### src/rslj_pkg.sv
// ----------------------------------------------------------------------------
// rslj_pkg
// Shared types and constants for the RTP stream lock and jitter block.
// ----------------------------------------------------------------------------
`default_nettype none

package rslj_pkg;

  // input stream payload layout (s_tdata)
  localparam int unsigned IN_DATA_W  = 144;
  localparam int unsigned OUT_DATA_W = 144;

  // configuration port
  localparam int unsigned CFG_ADDR_W = 3;
  localparam int unsigned CFG_DATA_W = 32;
  localparam logic        REG_LOCAL_ADDRESS = 1'b0;  // word index of local_address

  // record queue between front and back
  localparam int unsigned QDEPTH = 4;
  localparam int unsigned QAW    = $clog2(QDEPTH);
  localparam int unsigned QCW    = $clog2(QDEPTH + 1);

  // jitter arithmetic
  localparam int unsigned JIT_W        = 31;
  localparam logic [31:0] TS_TO_US     = 32'd1000;  // 16 kHz tick group to microseconds
  localparam int unsigned TS_SHIFT     = 4;         // timestamp divided by 16
  localparam int unsigned JIT_SHIFT    = 4;         // smoothing gain 1/16
  localparam logic [JIT_W-1:0] JIT_MAX = {JIT_W{1'b1}};

  // one record, classified by the front and carried out by the back
  typedef struct packed {
    logic        is_incoming;
    logic [15:0] sequence_req;
    logic [31:0] media_time;
    logic [31:0] arrival_us;
    logic [31:0] stream_id;
  } rec_t;

endpackage

`default_nettype wire

### src/rslj_front.sv
// ----------------------------------------------------------------------------
// rslj_front
// Accepts packet headers, sorts them by direction, tracks the stream lock of
// each direction and pushes records of locked streams into the queue.
// ----------------------------------------------------------------------------
`default_nettype none

module rslj_front (
  input  wire logic        clk,
  input  wire logic        rst,
  input  wire logic [31:0] local_address,
  input  wire logic        in_accept,
  input  wire logic [31:0] source_address,
  input  wire logic        marker,
  input  wire logic [31:0] media_time,
  input  wire logic [31:0] stream_id,
  input  wire logic [15:0] sequence_req,
  input  wire logic [31:0] arrival_us,
  output rslj_pkg::rec_t   push_rec,
  output logic             push
);

  logic        out_locked;
  logic [31:0] out_stream;
  logic        in_locked;
  logic [31:0] in_stream;

  logic start_pkt;
  logic incoming;
  logic lock_now;
  logic match;

  always_comb begin
    start_pkt = marker && (media_time == 32'd0);
    incoming  = (source_address != local_address);
    if (incoming) begin
      lock_now = !in_locked && start_pkt;
      match    = lock_now || (in_locked && (stream_id == in_stream));
    end else begin
      lock_now = !out_locked && start_pkt;
      match    = lock_now || (out_locked && (stream_id == out_stream));
    end
  end

  assign push = in_accept && match;

  always_comb begin
    push_rec.is_incoming  = incoming;
    push_rec.sequence_req = sequence_req;
    push_rec.media_time   = media_time;
    push_rec.arrival_us   = arrival_us;
    push_rec.stream_id    = stream_id;
  end

  // lock is taken once per direction and never moved
  always_ff @(posedge clk) begin
    if (rst) begin
      out_locked <= 1'b0;
      out_stream <= 32'd0;
      in_locked  <= 1'b0;
      in_stream  <= 32'd0;
    end else if (in_accept && lock_now) begin
      if (incoming) begin
        in_locked <= 1'b1;
        in_stream <= stream_id;
      end else begin
        out_locked <= 1'b1;
        out_stream <= stream_id;
      end
    end
  end

endmodule

`default_nettype wire

### src/rslj_queue.sv
// ----------------------------------------------------------------------------
// rslj_queue
// Short register queue of records between the front and the back.
// ----------------------------------------------------------------------------
`default_nettype none

module rslj_queue (
  input  wire logic          clk,
  input  wire logic          rst,
  input  wire logic          push,
  input  wire rslj_pkg::rec_t push_rec,
  input  wire logic          pop,
  output rslj_pkg::rec_t     head_rec,
  output logic               full,
  output logic               empty
);

  rslj_pkg::rec_t entries [rslj_pkg::QDEPTH];

  logic [rslj_pkg::QAW-1:0] wr_ptr;
  logic [rslj_pkg::QAW-1:0] rd_ptr;
  logic [rslj_pkg::QCW-1:0] count;

  assign full     = (count == rslj_pkg::QCW'(rslj_pkg::QDEPTH));
  assign empty    = (count == '0);
  assign head_rec = entries[rd_ptr];

  always_ff @(posedge clk) begin
    if (push) begin
      entries[wr_ptr] <= push_rec;
    end
  end

  always_ff @(posedge clk) begin
    if (rst) begin
      wr_ptr <= '0;
      rd_ptr <= '0;
      count  <= '0;
    end else begin
      if (push) begin
        wr_ptr <= wr_ptr + 1'b1;
      end
      if (pop) begin
        rd_ptr <= rd_ptr + 1'b1;
      end
      if (push && !pop) begin
        count <= count + 1'b1;
      end else if (pop && !push) begin
        count <= count - 1'b1;
      end
    end
  end

endmodule

`default_nettype wire

### src/rslj_back.sv
// ----------------------------------------------------------------------------
// rslj_back
// Three-stage jitter pipeline: differences, deviation, filter update and
// output register. All stages advance together when the output can move.
// ----------------------------------------------------------------------------
`default_nettype none

module rslj_back (
  input  wire logic                        clk,
  input  wire logic                        rst,
  input  wire rslj_pkg::rec_t              head_rec,
  input  wire logic                        empty,
  output logic                             pop,
  output logic                             out_valid,
  input  wire logic                        out_ready,
  output rslj_pkg::rec_t                   out_rec,
  output logic [rslj_pkg::JIT_W-1:0]       out_jitter
);

  logic adv;

  // previous incoming record of the locked stream
  logic        prev_valid;
  logic [31:0] prev_media_time;
  logic [31:0] prev_arrival;

  logic [rslj_pkg::JIT_W-1:0] jitter_acc;

  // stage 1
  logic           v1;
  rslj_pkg::rec_t rec1;
  logic           upd1;
  logic [31:0]    a1;
  logic [31:0]    tq1;

  // stage 2
  logic           v2;
  rslj_pkg::rec_t rec2;
  logic           upd2;
  logic [31:0]    d2;

  logic [31:0] a_in;
  logic [31:0] tdiff;
  logic [31:0] tq_in;
  logic [31:0] t_us;
  logic [31:0] dev;
  logic [31:0] d_in;
  logic [32:0] j_sum;
  logic [rslj_pkg::JIT_W-1:0] j_next;

  assign adv = !out_valid || out_ready;
  assign pop = adv && !empty;

  always_comb begin
    a_in  = head_rec.arrival_us - prev_arrival;
    tdiff = head_rec.media_time - prev_media_time;
    // divide by 16 toward zero: bias negatives before the arithmetic shift
    tq_in = 32'($signed(tdiff + (tdiff[31] ? 32'd15 : 32'd0)) >>> rslj_pkg::TS_SHIFT);
  end

  always_comb begin
    t_us = 32'(tq1 * rslj_pkg::TS_TO_US);
    dev  = a1 - t_us;
    d_in = dev[31] ? (32'd0 - dev) : dev;
  end

  always_comb begin
    j_sum = {2'b00, jitter_acc} + {1'b0, d2}
            - {2'b00, (jitter_acc >> rslj_pkg::JIT_SHIFT)};
    j_next = (j_sum[32:31] != 2'b00) ? rslj_pkg::JIT_MAX : j_sum[rslj_pkg::JIT_W-1:0];
  end

  always_ff @(posedge clk) begin
    if (rst) begin
      v1         <= 1'b0;
      v2         <= 1'b0;
      out_valid  <= 1'b0;
      prev_valid <= 1'b0;
      jitter_acc <= '0;
    end else if (adv) begin
      v1        <= pop;
      v2        <= v1;
      out_valid <= v2;
      if (pop && head_rec.is_incoming) begin
        prev_valid <= 1'b1;
      end
      if (v2 && upd2) begin
        jitter_acc <= j_next;
      end
    end
  end

  always_ff @(posedge clk) begin
    if (adv) begin
      rec1 <= head_rec;
      upd1 <= head_rec.is_incoming && prev_valid;
      a1   <= a_in;
      tq1  <= tq_in;
      rec2 <= rec1;
      upd2 <= upd1;
      d2   <= d_in;
      out_rec    <= rec2;
      out_jitter <= (v2 && upd2) ? j_next : jitter_acc;
      if (pop && head_rec.is_incoming) begin
        prev_media_time <= head_rec.media_time;
        prev_arrival    <= head_rec.arrival_us;
      end
    end
  end

endmodule

`default_nettype wire

### src/rtp_stream_lock_jitter.sv
// ----------------------------------------------------------------------------
// rtp_stream_lock_jitter
// Locks onto one RTP stream per direction and emits a record per packet of
// the locked streams, with the smoothed interarrival jitter of incoming ones.
// ----------------------------------------------------------------------------
//  port group  role             payload
//  s_*         header in        tdata: src, media_time, stream_id, seq, arrival
//                               tuser: marker
//  m_*         record out       tdata: seq, media_time, arrival, stream_id, jitter
//                               tuser: is_incoming
//  p*          register access  local_address at byte address 0
//
//  One header per cycle while the record queue is not full; a record passes
//  through that queue and then the difference, deviation and filter stages.
//  A four-entry record queue lets the input keep taking headers while the
//  output stalls; s_tready drops only when that queue is full.
//  Synchronous reset clears locks, jitter state, queue and pipeline.
// ----------------------------------------------------------------------------
`default_nettype none

module rtp_stream_lock_jitter (
  input  wire logic                                 clk,
  input  wire logic                                 rst,
  // header in
  input  wire logic                                 s_tvalid,
  output logic                                      s_tready,
  // source_address[31:0], media_time[63:32], stream_id[95:64],
  // sequence_req[111:96], arrival_us[143:112]
  input  wire logic [rslj_pkg::IN_DATA_W-1:0]       s_tdata,
  // marker[0]
  input  wire logic                                 s_tuser,
  // record out
  output logic                                      m_tvalid,
  input  wire logic                                 m_tready,
  // rec_sequence[15:0], rec_media_time[47:16], rec_arrival_us[79:48],
  // rec_stream_id[111:80], jitter_scaled[142:112], zero[143]
  output logic [rslj_pkg::OUT_DATA_W-1:0]           m_tdata,
  // is_incoming[0]
  output logic                                      m_tuser,
  // register access
  input  wire logic                                 psel,
  input  wire logic                                 penable,
  input  wire logic                                 pwrite,
  input  wire logic [rslj_pkg::CFG_ADDR_W-1:0]      paddr,
  input  wire logic [rslj_pkg::CFG_DATA_W-1:0]      pwdata,
  output logic [rslj_pkg::CFG_DATA_W-1:0]           prdata,
  output logic                                      pready
);

  logic [31:0] local_address;

  logic           in_accept;
  logic           q_push;
  logic           q_pop;
  logic           q_full;
  logic           q_empty;
  rslj_pkg::rec_t push_rec;
  rslj_pkg::rec_t head_rec;
  rslj_pkg::rec_t out_rec;
  logic [rslj_pkg::JIT_W-1:0] out_jitter;

  // configuration
  assign pready = 1'b1;

  always_ff @(posedge clk) begin
    if (rst) begin
      local_address <= 32'd0;
    end else if (psel && penable && pwrite && pready
                 && paddr[2] == rslj_pkg::REG_LOCAL_ADDRESS) begin
      local_address <= pwdata;
    end
  end

  assign prdata = (paddr[2] == rslj_pkg::REG_LOCAL_ADDRESS) ? local_address : '0;

  assign s_tready  = !q_full;
  assign in_accept = s_tvalid && s_tready;

  rslj_front u_front (
    .clk            (clk),
    .rst            (rst),
    .local_address  (local_address),
    .in_accept      (in_accept),
    .source_address (s_tdata[31:0]),
    .marker         (s_tuser),
    .media_time     (s_tdata[63:32]),
    .stream_id      (s_tdata[95:64]),
    .sequence_req   (s_tdata[111:96]),
    .arrival_us     (s_tdata[143:112]),
    .push_rec       (push_rec),
    .push           (q_push)
  );

  rslj_queue u_queue (
    .clk      (clk),
    .rst      (rst),
    .push     (q_push),
    .push_rec (push_rec),
    .pop      (q_pop),
    .head_rec (head_rec),
    .full     (q_full),
    .empty    (q_empty)
  );

  rslj_back u_back (
    .clk        (clk),
    .rst        (rst),
    .head_rec   (head_rec),
    .empty      (q_empty),
    .pop        (q_pop),
    .out_valid  (m_tvalid),
    .out_ready  (m_tready),
    .out_rec    (out_rec),
    .out_jitter (out_jitter)
  );

  assign m_tuser = out_rec.is_incoming;
  assign m_tdata = {1'b0, out_jitter, out_rec.stream_id, out_rec.arrival_us,
                    out_rec.media_time, out_rec.sequence_req};

  // never push a record into a full queue
  assert property (@(posedge clk) disable iff (rst) q_push |-> !q_full)
    else $error("record pushed into full queue");

  // never pop an empty queue
  assert property (@(posedge clk) disable iff (rst) q_pop |-> !q_empty)
    else $error("record popped from empty queue");

  // reset flushes the output stage
  assert property (@(posedge clk) rst |=> !m_tvalid)
    else $error("output valid right after reset");

  // a held record keeps its jitter value while stalled
  assert property (@(posedge clk) disable iff (rst)
                   (m_tvalid && !m_tready) |=> (m_tvalid && $stable(out_jitter)))
    else $error("stalled record lost its jitter value");

endmodule

`default_nettype wire
### config.mk
export PLATFORM = sky130hd
export DESIGN_NAME = rtp_stream_lock_jitter
export DESIGN_NICKNAME = d
export VERILOG_FILES = /design/src/rslj_pkg.sv /design/src/rslj_front.sv /design/src/rslj_queue.sv /design/src/rslj_back.sv /design/src/rtp_stream_lock_jitter.sv
export SDC_FILE = /design/constraint.sdc
export NUM_CORES = 2
export LEC_CHECK = 0
export BUFFER_PORTS_ARGS = -buffer_cell sky130_fd_sc_hd__buf_2
export CORE_MARGIN = 10
export CORE_UTILIZATION = 66
export DETAILED_ROUTE_END_ITERATION = 12
export PLACE_DENSITY_LB_ADDON = 0.12
export SLEW_MARGIN = 40
export SYNTH_ARGS = -nofsm -noshare
export SYNTH_HDL_FRONTEND = slang
export SYNTH_HIERARCHICAL = 1
export SYNTH_SLANG_ARGS = --single-unit
### constraint.sdc
create_clock -name clk -period 22.7 [get_ports clk]
set_clock_uncertainty 0.2 [all_clocks]
set_input_delay 4.54 -clock clk [delete_from_list [all_inputs] [get_ports clk]]
set_output_delay 4.54 -clock clk [all_outputs]
set_load 0.05 [all_outputs]
; Word level (Yosys, flattened, before mapping)
; Memory sizes are Yosys's and may differ from the RTL's. A register that Yosys moved wholly into a read port is not among the register bits.
; Cells that the tools add are included.
[totals]
ff_bits = 668
mem_bits_rw = 452
in_bits = 187
output_inout_bits = 180
elab_cells = 103
memories = 1
[mem_list]
columns = name, depth, word_bits, read_ports, rd_ports_with_merged_regs, wr, line_no
row1 = u_queue.entries, 4, 113, 1, 1, 1, rslj_queue.sv:18  ; rslj_pkg::rec_t entries [rslj_pkg::QDEPTH];
[classes]
n_addsub = 11
multipliers = 1
n_eq_ne = 4
n_mux = 13
n_bitwise = 2
reduce_logical = 34
[op_table]
columns = operator, n
row1 = $sub A32 B32 Y32, 3
row2 = $mux W31, 3
row3 = $eq A32 B32 Y1, 2
row4 = $add A31 B32 Y33, 1
row5 = $sub A33 B27 Y33, 1
row6 = $add A32 B4 Y32, 1
row7 = $logic_not A32 Y1, 1
row8 = $mul A32 B7 Y29 const B, 1
row9 = $mux W32, 1
row10 = $ne A32 B32 Y1, 1
row11 = $sub A1 B32 Y32 const A, 1
row12 = $logic_and A1 B1 Y1, 17
row13 = $logic_not A1 Y1, 7
row14 = $mux W3, 2
row15 = $reduce_and A2 Y1, 3
row16 = $add A2 B1 Y2 const B, 2
row17 = $mux W1, 4
row18 = $mux W2, 2
row19 = $mux W4, 1
row20 = $reduce_bool A2 Y1, 2
row21 = $add A3 B1 Y3 const B, 1
row22 = $eq A3 B3 Y1 const B, 1
row23 = $logic_not A3 Y1, 1
row24 = $logic_or A1 B1 Y1, 3
row25 = other kinds (2), 3

; Depth between registers and ports, before layout
[logic_depth]
word_depth = 10
ltp_mapped = 29

; Modules after synthesis
; The synthesis kept the hierarchy.
[modules_own_cells]
columns = module, n_inst, cells_each, area_each_um2
row1 = rslj_back, 1, 2449, 30197.7
row2 = rslj_queue, 1, 635, 16757.3
row3 = rslj_front, 1, 578, 5016.1
row4 = rtp_stream_lock_jitter, 1, 181, 1717.9

; Least setup slack after synthesis
; Ideal clock, no wire load.
[synth_path]
path_kind = input-to-reg
startpoint = in m_tready
endpoint = reg u_back.a1[0] (enable)
setup_ps = 810
arrival_time_ps = 13656
path_slack_ps = 8034
path_stages = 3
cell_sequence = nor2b_1 > clkbuf_1 > inv_1
[synth_between]
elab_chain_cells = 1
[synth_lines]
columns = element, line_no
row1 = "start, declared", rtp_stream_lock_jitter.sv:34  ; input wire logic m_tready,
row2 = $logic_or A1 B1 Y1, rslj_back.sv:51  ; assign adv = !out_valid || out_ready;
row3 = via u_back.adv, rslj_back.sv:20  ; logic adv;
row4 = "end signal, assigned", rslj_back.sv:97  ; a1 <= a_in;
row5 = "end, declared", rslj_back.sv:33  ; logic [31:0] a1;
; The timed path passes the listed nets, and every way through them passes these cells.
; A chain may end at the register's enable or synchronous reset.

; Worst setup path after layout
[layout_path]
startpoint = in paddr[2] (netlist bit)
endpoint = out prdata[31] (netlist bit)
[layout_between]
elab_chain_cells = 1
[layout_lines]
columns = element, line_no
row1 = "start, declared", rtp_stream_lock_jitter.sv:44  ; input wire logic [rslj_pkg::CFG_ADDR_W-1:0] paddr,
row2 = $mux W32, rtp_stream_lock_jitter.sv:74  ; assign prdata = (paddr[2] == rslj_pkg::REG_LOCAL_ADDRESS) ? local_address : '0;
row3 = "end, declared", rtp_stream_lock_jitter.sv:46  ; output logic [rslj_pkg::CFG_DATA_W-1:0] prdata,
; No other way between the ends.

==> results.ini <==
[synth]
ys_top_cells_by_area=edfxtp_1 (55%), dfxtp_1 (5.3%), mux4_2 (4.7%)
synth_top_area_share_pct=54.81
synthArstFlopShare_pct=0
synth_edf_count=980
yosys.area.top_type=edfxtp_1
yosysUniqueCellTypes=86
synth_top_flop_cell=edfxtp_1
ys_warn_count=6
synth_seq_area_share_pct=60.11
syn_inst=3843
synth_area_um2=53690
synth.avg_cell_area_um2=13.97
syn_nets=4344
synth_seq_cells=1122

[drt]
via_per_inst=5.872
ant_nets=0
wire_per_inst_um=21.59
firstDrtPassIters=5
drcViolationCount=0
vias=31050
routed_wl_um=114200
drt_iter0_drc=2302

[clock_tree]
clkTransAtPathRegs_ns=0.07
cts-htree-levels=3
cts_num_sinks=1122
cts_resized=0
cts_hold_buf=0
cts_setup_buffers=0
clock_latency_ns=0.69
cts_tree=yes
cts_max_path_buffers=3
root_buffer=clkbuf_16
numCtsBuffers=110

[global_routing]
antenna_found_initial=33
first_global_vias=30960
grt_start_max_net_pins=127
grt-ovfl-total=0
grt_pass1_wl_um=176900
grt_use_total_pct=24.11

[layout]
instances_no_fill=5287
fillCellCount=5146
syn2layout_area_growth_pct=10.72
nNetsFinal=4619
drive_gt1_share_pct=17.13

[timing]
fin_crit_ns=10.21
max_slew_margin_pct=43.70
finalSetupTns_ns=0
fin_crit_sh_pct=45.00
rsz0062_at_grt=false
slew_violations=0
tightest_slew_ns=0.8445
final_hold_viol_count=0
fmax_ghz=0.09790
setup_violations=0

[worst_setup_path]
start_kind=input port
crit_chain=buf_2, and2b_2, buf_2
critPathKind=in -> out
cp_max_fo=33
path_common_cell=buf_2
cpPeakStageDelay_ns=0.44
arrival_ns=5.47
end_kind=output port
worstPathRequired_ns=17.96
slowest_stage=buf_2

[die]
start_util_pct=66.66
die_h_um=305.2
die_area_um2=93160
die_x_um=305.2
core_area_um2=80550
io_pins=367
rows=104

[run_status]
status=complete, no violations

[min_path]
hp-class=reg -> reg

[placed_design]
dp_cells=5066
dpl.hpwl_um=78490
gp_congestion=0.9201
io_buffers=362

[flow_run]
cap_viol_max_count=0

## cells by family after synthesis
group / after synthesis / synth area share, %
compound gates: 594 / 7.413
mux: 186 / 6.103
flops: 1122 / 60.11
buf+inv: 600 / 5.369
xor+xnor: 276 / 4.502
other cells: 2 / 0.01399
simple gates: 749 / 7.467
fa+ha+maj: 314 / 9.024
## state kept, by name, summed over array words and instances (netlist names), 2 cells and up, named ones only
name,count
u_front/out_stream,32
local_address,32
u_queue/count,3
u_front/in_stream,32
u_back/out_jitter,31
u_queue/entries,452
u_back/rec1,113
u_back/a1,32
u_back/rec2,113
u_queue/rd_ptr,2
u_back/tq1,28
u_back/jitter_acc,31
u_back/prev_arrival,32
u_back/out_rec,113
u_back/prev_media_time,32
u_back/d2,32
u_queue/wr_ptr,2
## critical path, delay by kind of cell
family,cells,cell delay (ns)
buf+inv,2,0.64
simple gates,1,0.28
## worst paths after layout
| check | slack (ns) | cells past startpoint | startpoint | to |
|---|---|---|---|---|
| max | 12.49 | 3 | paddr[2] | prdata[31] |
| min | 0.21 | 0 | u_back/rec2[6] | u_back/out_rec[6] |
| max reg2reg | 14.04 | 27 | u_back/tq1[5] | u_back/d2[29] |
| min reg2reg | 0.21 | 0 | u_back/rec2[6] | u_back/out_rec[6] |
## metrics by stage
stage	setup slack, ns	util [%]	hold slack, ns	area [um2]
2_1_floorplan	8.034	-	0.2003	53690
3_3_place_gp	12.52	69.03	0.2002	55600
3_5_place_dp	12.50	69.23	0.2045	55760
4_1_cts	12.50	73.74	0.2151	59400
5_1_grt	12.43	73.79	0.2189	59440
6_report	12.49	73.80	0.2138	59450
## layout by cell type (no fill, tap or decap), types with 30 or more instances in the layout
master / n
clkbuf_1: 31
edfxtp_1: 980
nor2_1: 160
nor2b_1: 53
inv_1: 369
nand2_1: 122
nand2b_1: 151
dfxtp_1: 140
o21ai_0: 109
a21oi_1: 169
mux2i_1: 72
a21o_1: 65
ha_1: 192
nand3_1: 34
fa_1: 122
o21a_1: 34
nand4_1: 69
o41ai_1: 36
nor4_1: 30
nor3_1: 38
xnor2_1: 165
a211oi_1: 46
mux4_2: 113
buf_2: 361
xor2_1: 110
clkbuf_16: 111
## synthesized netlist by cell type, drive strengths merged (19+ instances only)
| library cell | n |
|---|---|
| o21a | 34 |
| mux4 | 113 |
| xnor2 | 165 |
| and3 | 19 |
| dfxtp | 142 |
| a21oi | 169 |
| nor2 | 161 |
| buf | 149 |
| a21o | 65 |
| nor3 | 40 |
| o41ai | 37 |
| ha | 192 |
| a211oi | 46 |
| clkbuf | 81 |
| xor2 | 111 |
| nand2b | 151 |
| fa | 122 |
| o21ai | 109 |
| inv | 370 |
| nand3 | 34 |
| a31oi | 21 |
| nand4 | 69 |
| nor4 | 33 |
| edfxtp | 980 |
| mux2i | 72 |
| nand2 | 123 |
| nor2b | 53 |
## metal layers
metal | global-route usage, % | share of wire [%] | routed length (um) | up-vias
met5 | 0 | 0.19 | 216 | -
met3 | 5.268 | 7.1 | 8085 | 218
met1 | 30.97 | 40 | 46080 | 15320
met4 | 7.444 | 2.6 | 2950 | 36
li1 | - | - | - | 14540
met2 | 40.84 | 50 | 56840 | 935
## cell type report
class	instances	area, um2	area share, %
sequential	1122	32280	54.30
multi-input combinational	2121	18610	31.31
clock buffer	149	2990	5.030
timing repair buffer	393	2172	3.654
inverter	370	1396	2.349
tap	1060	1326	2.231
clock inverter	61	643.1	1.082
antenna	11	27.53	0.04631
Power is left out: the tool's default activity adds up to more than one toggle a clock period on the data nets, which glitch-free logic cannot reach.
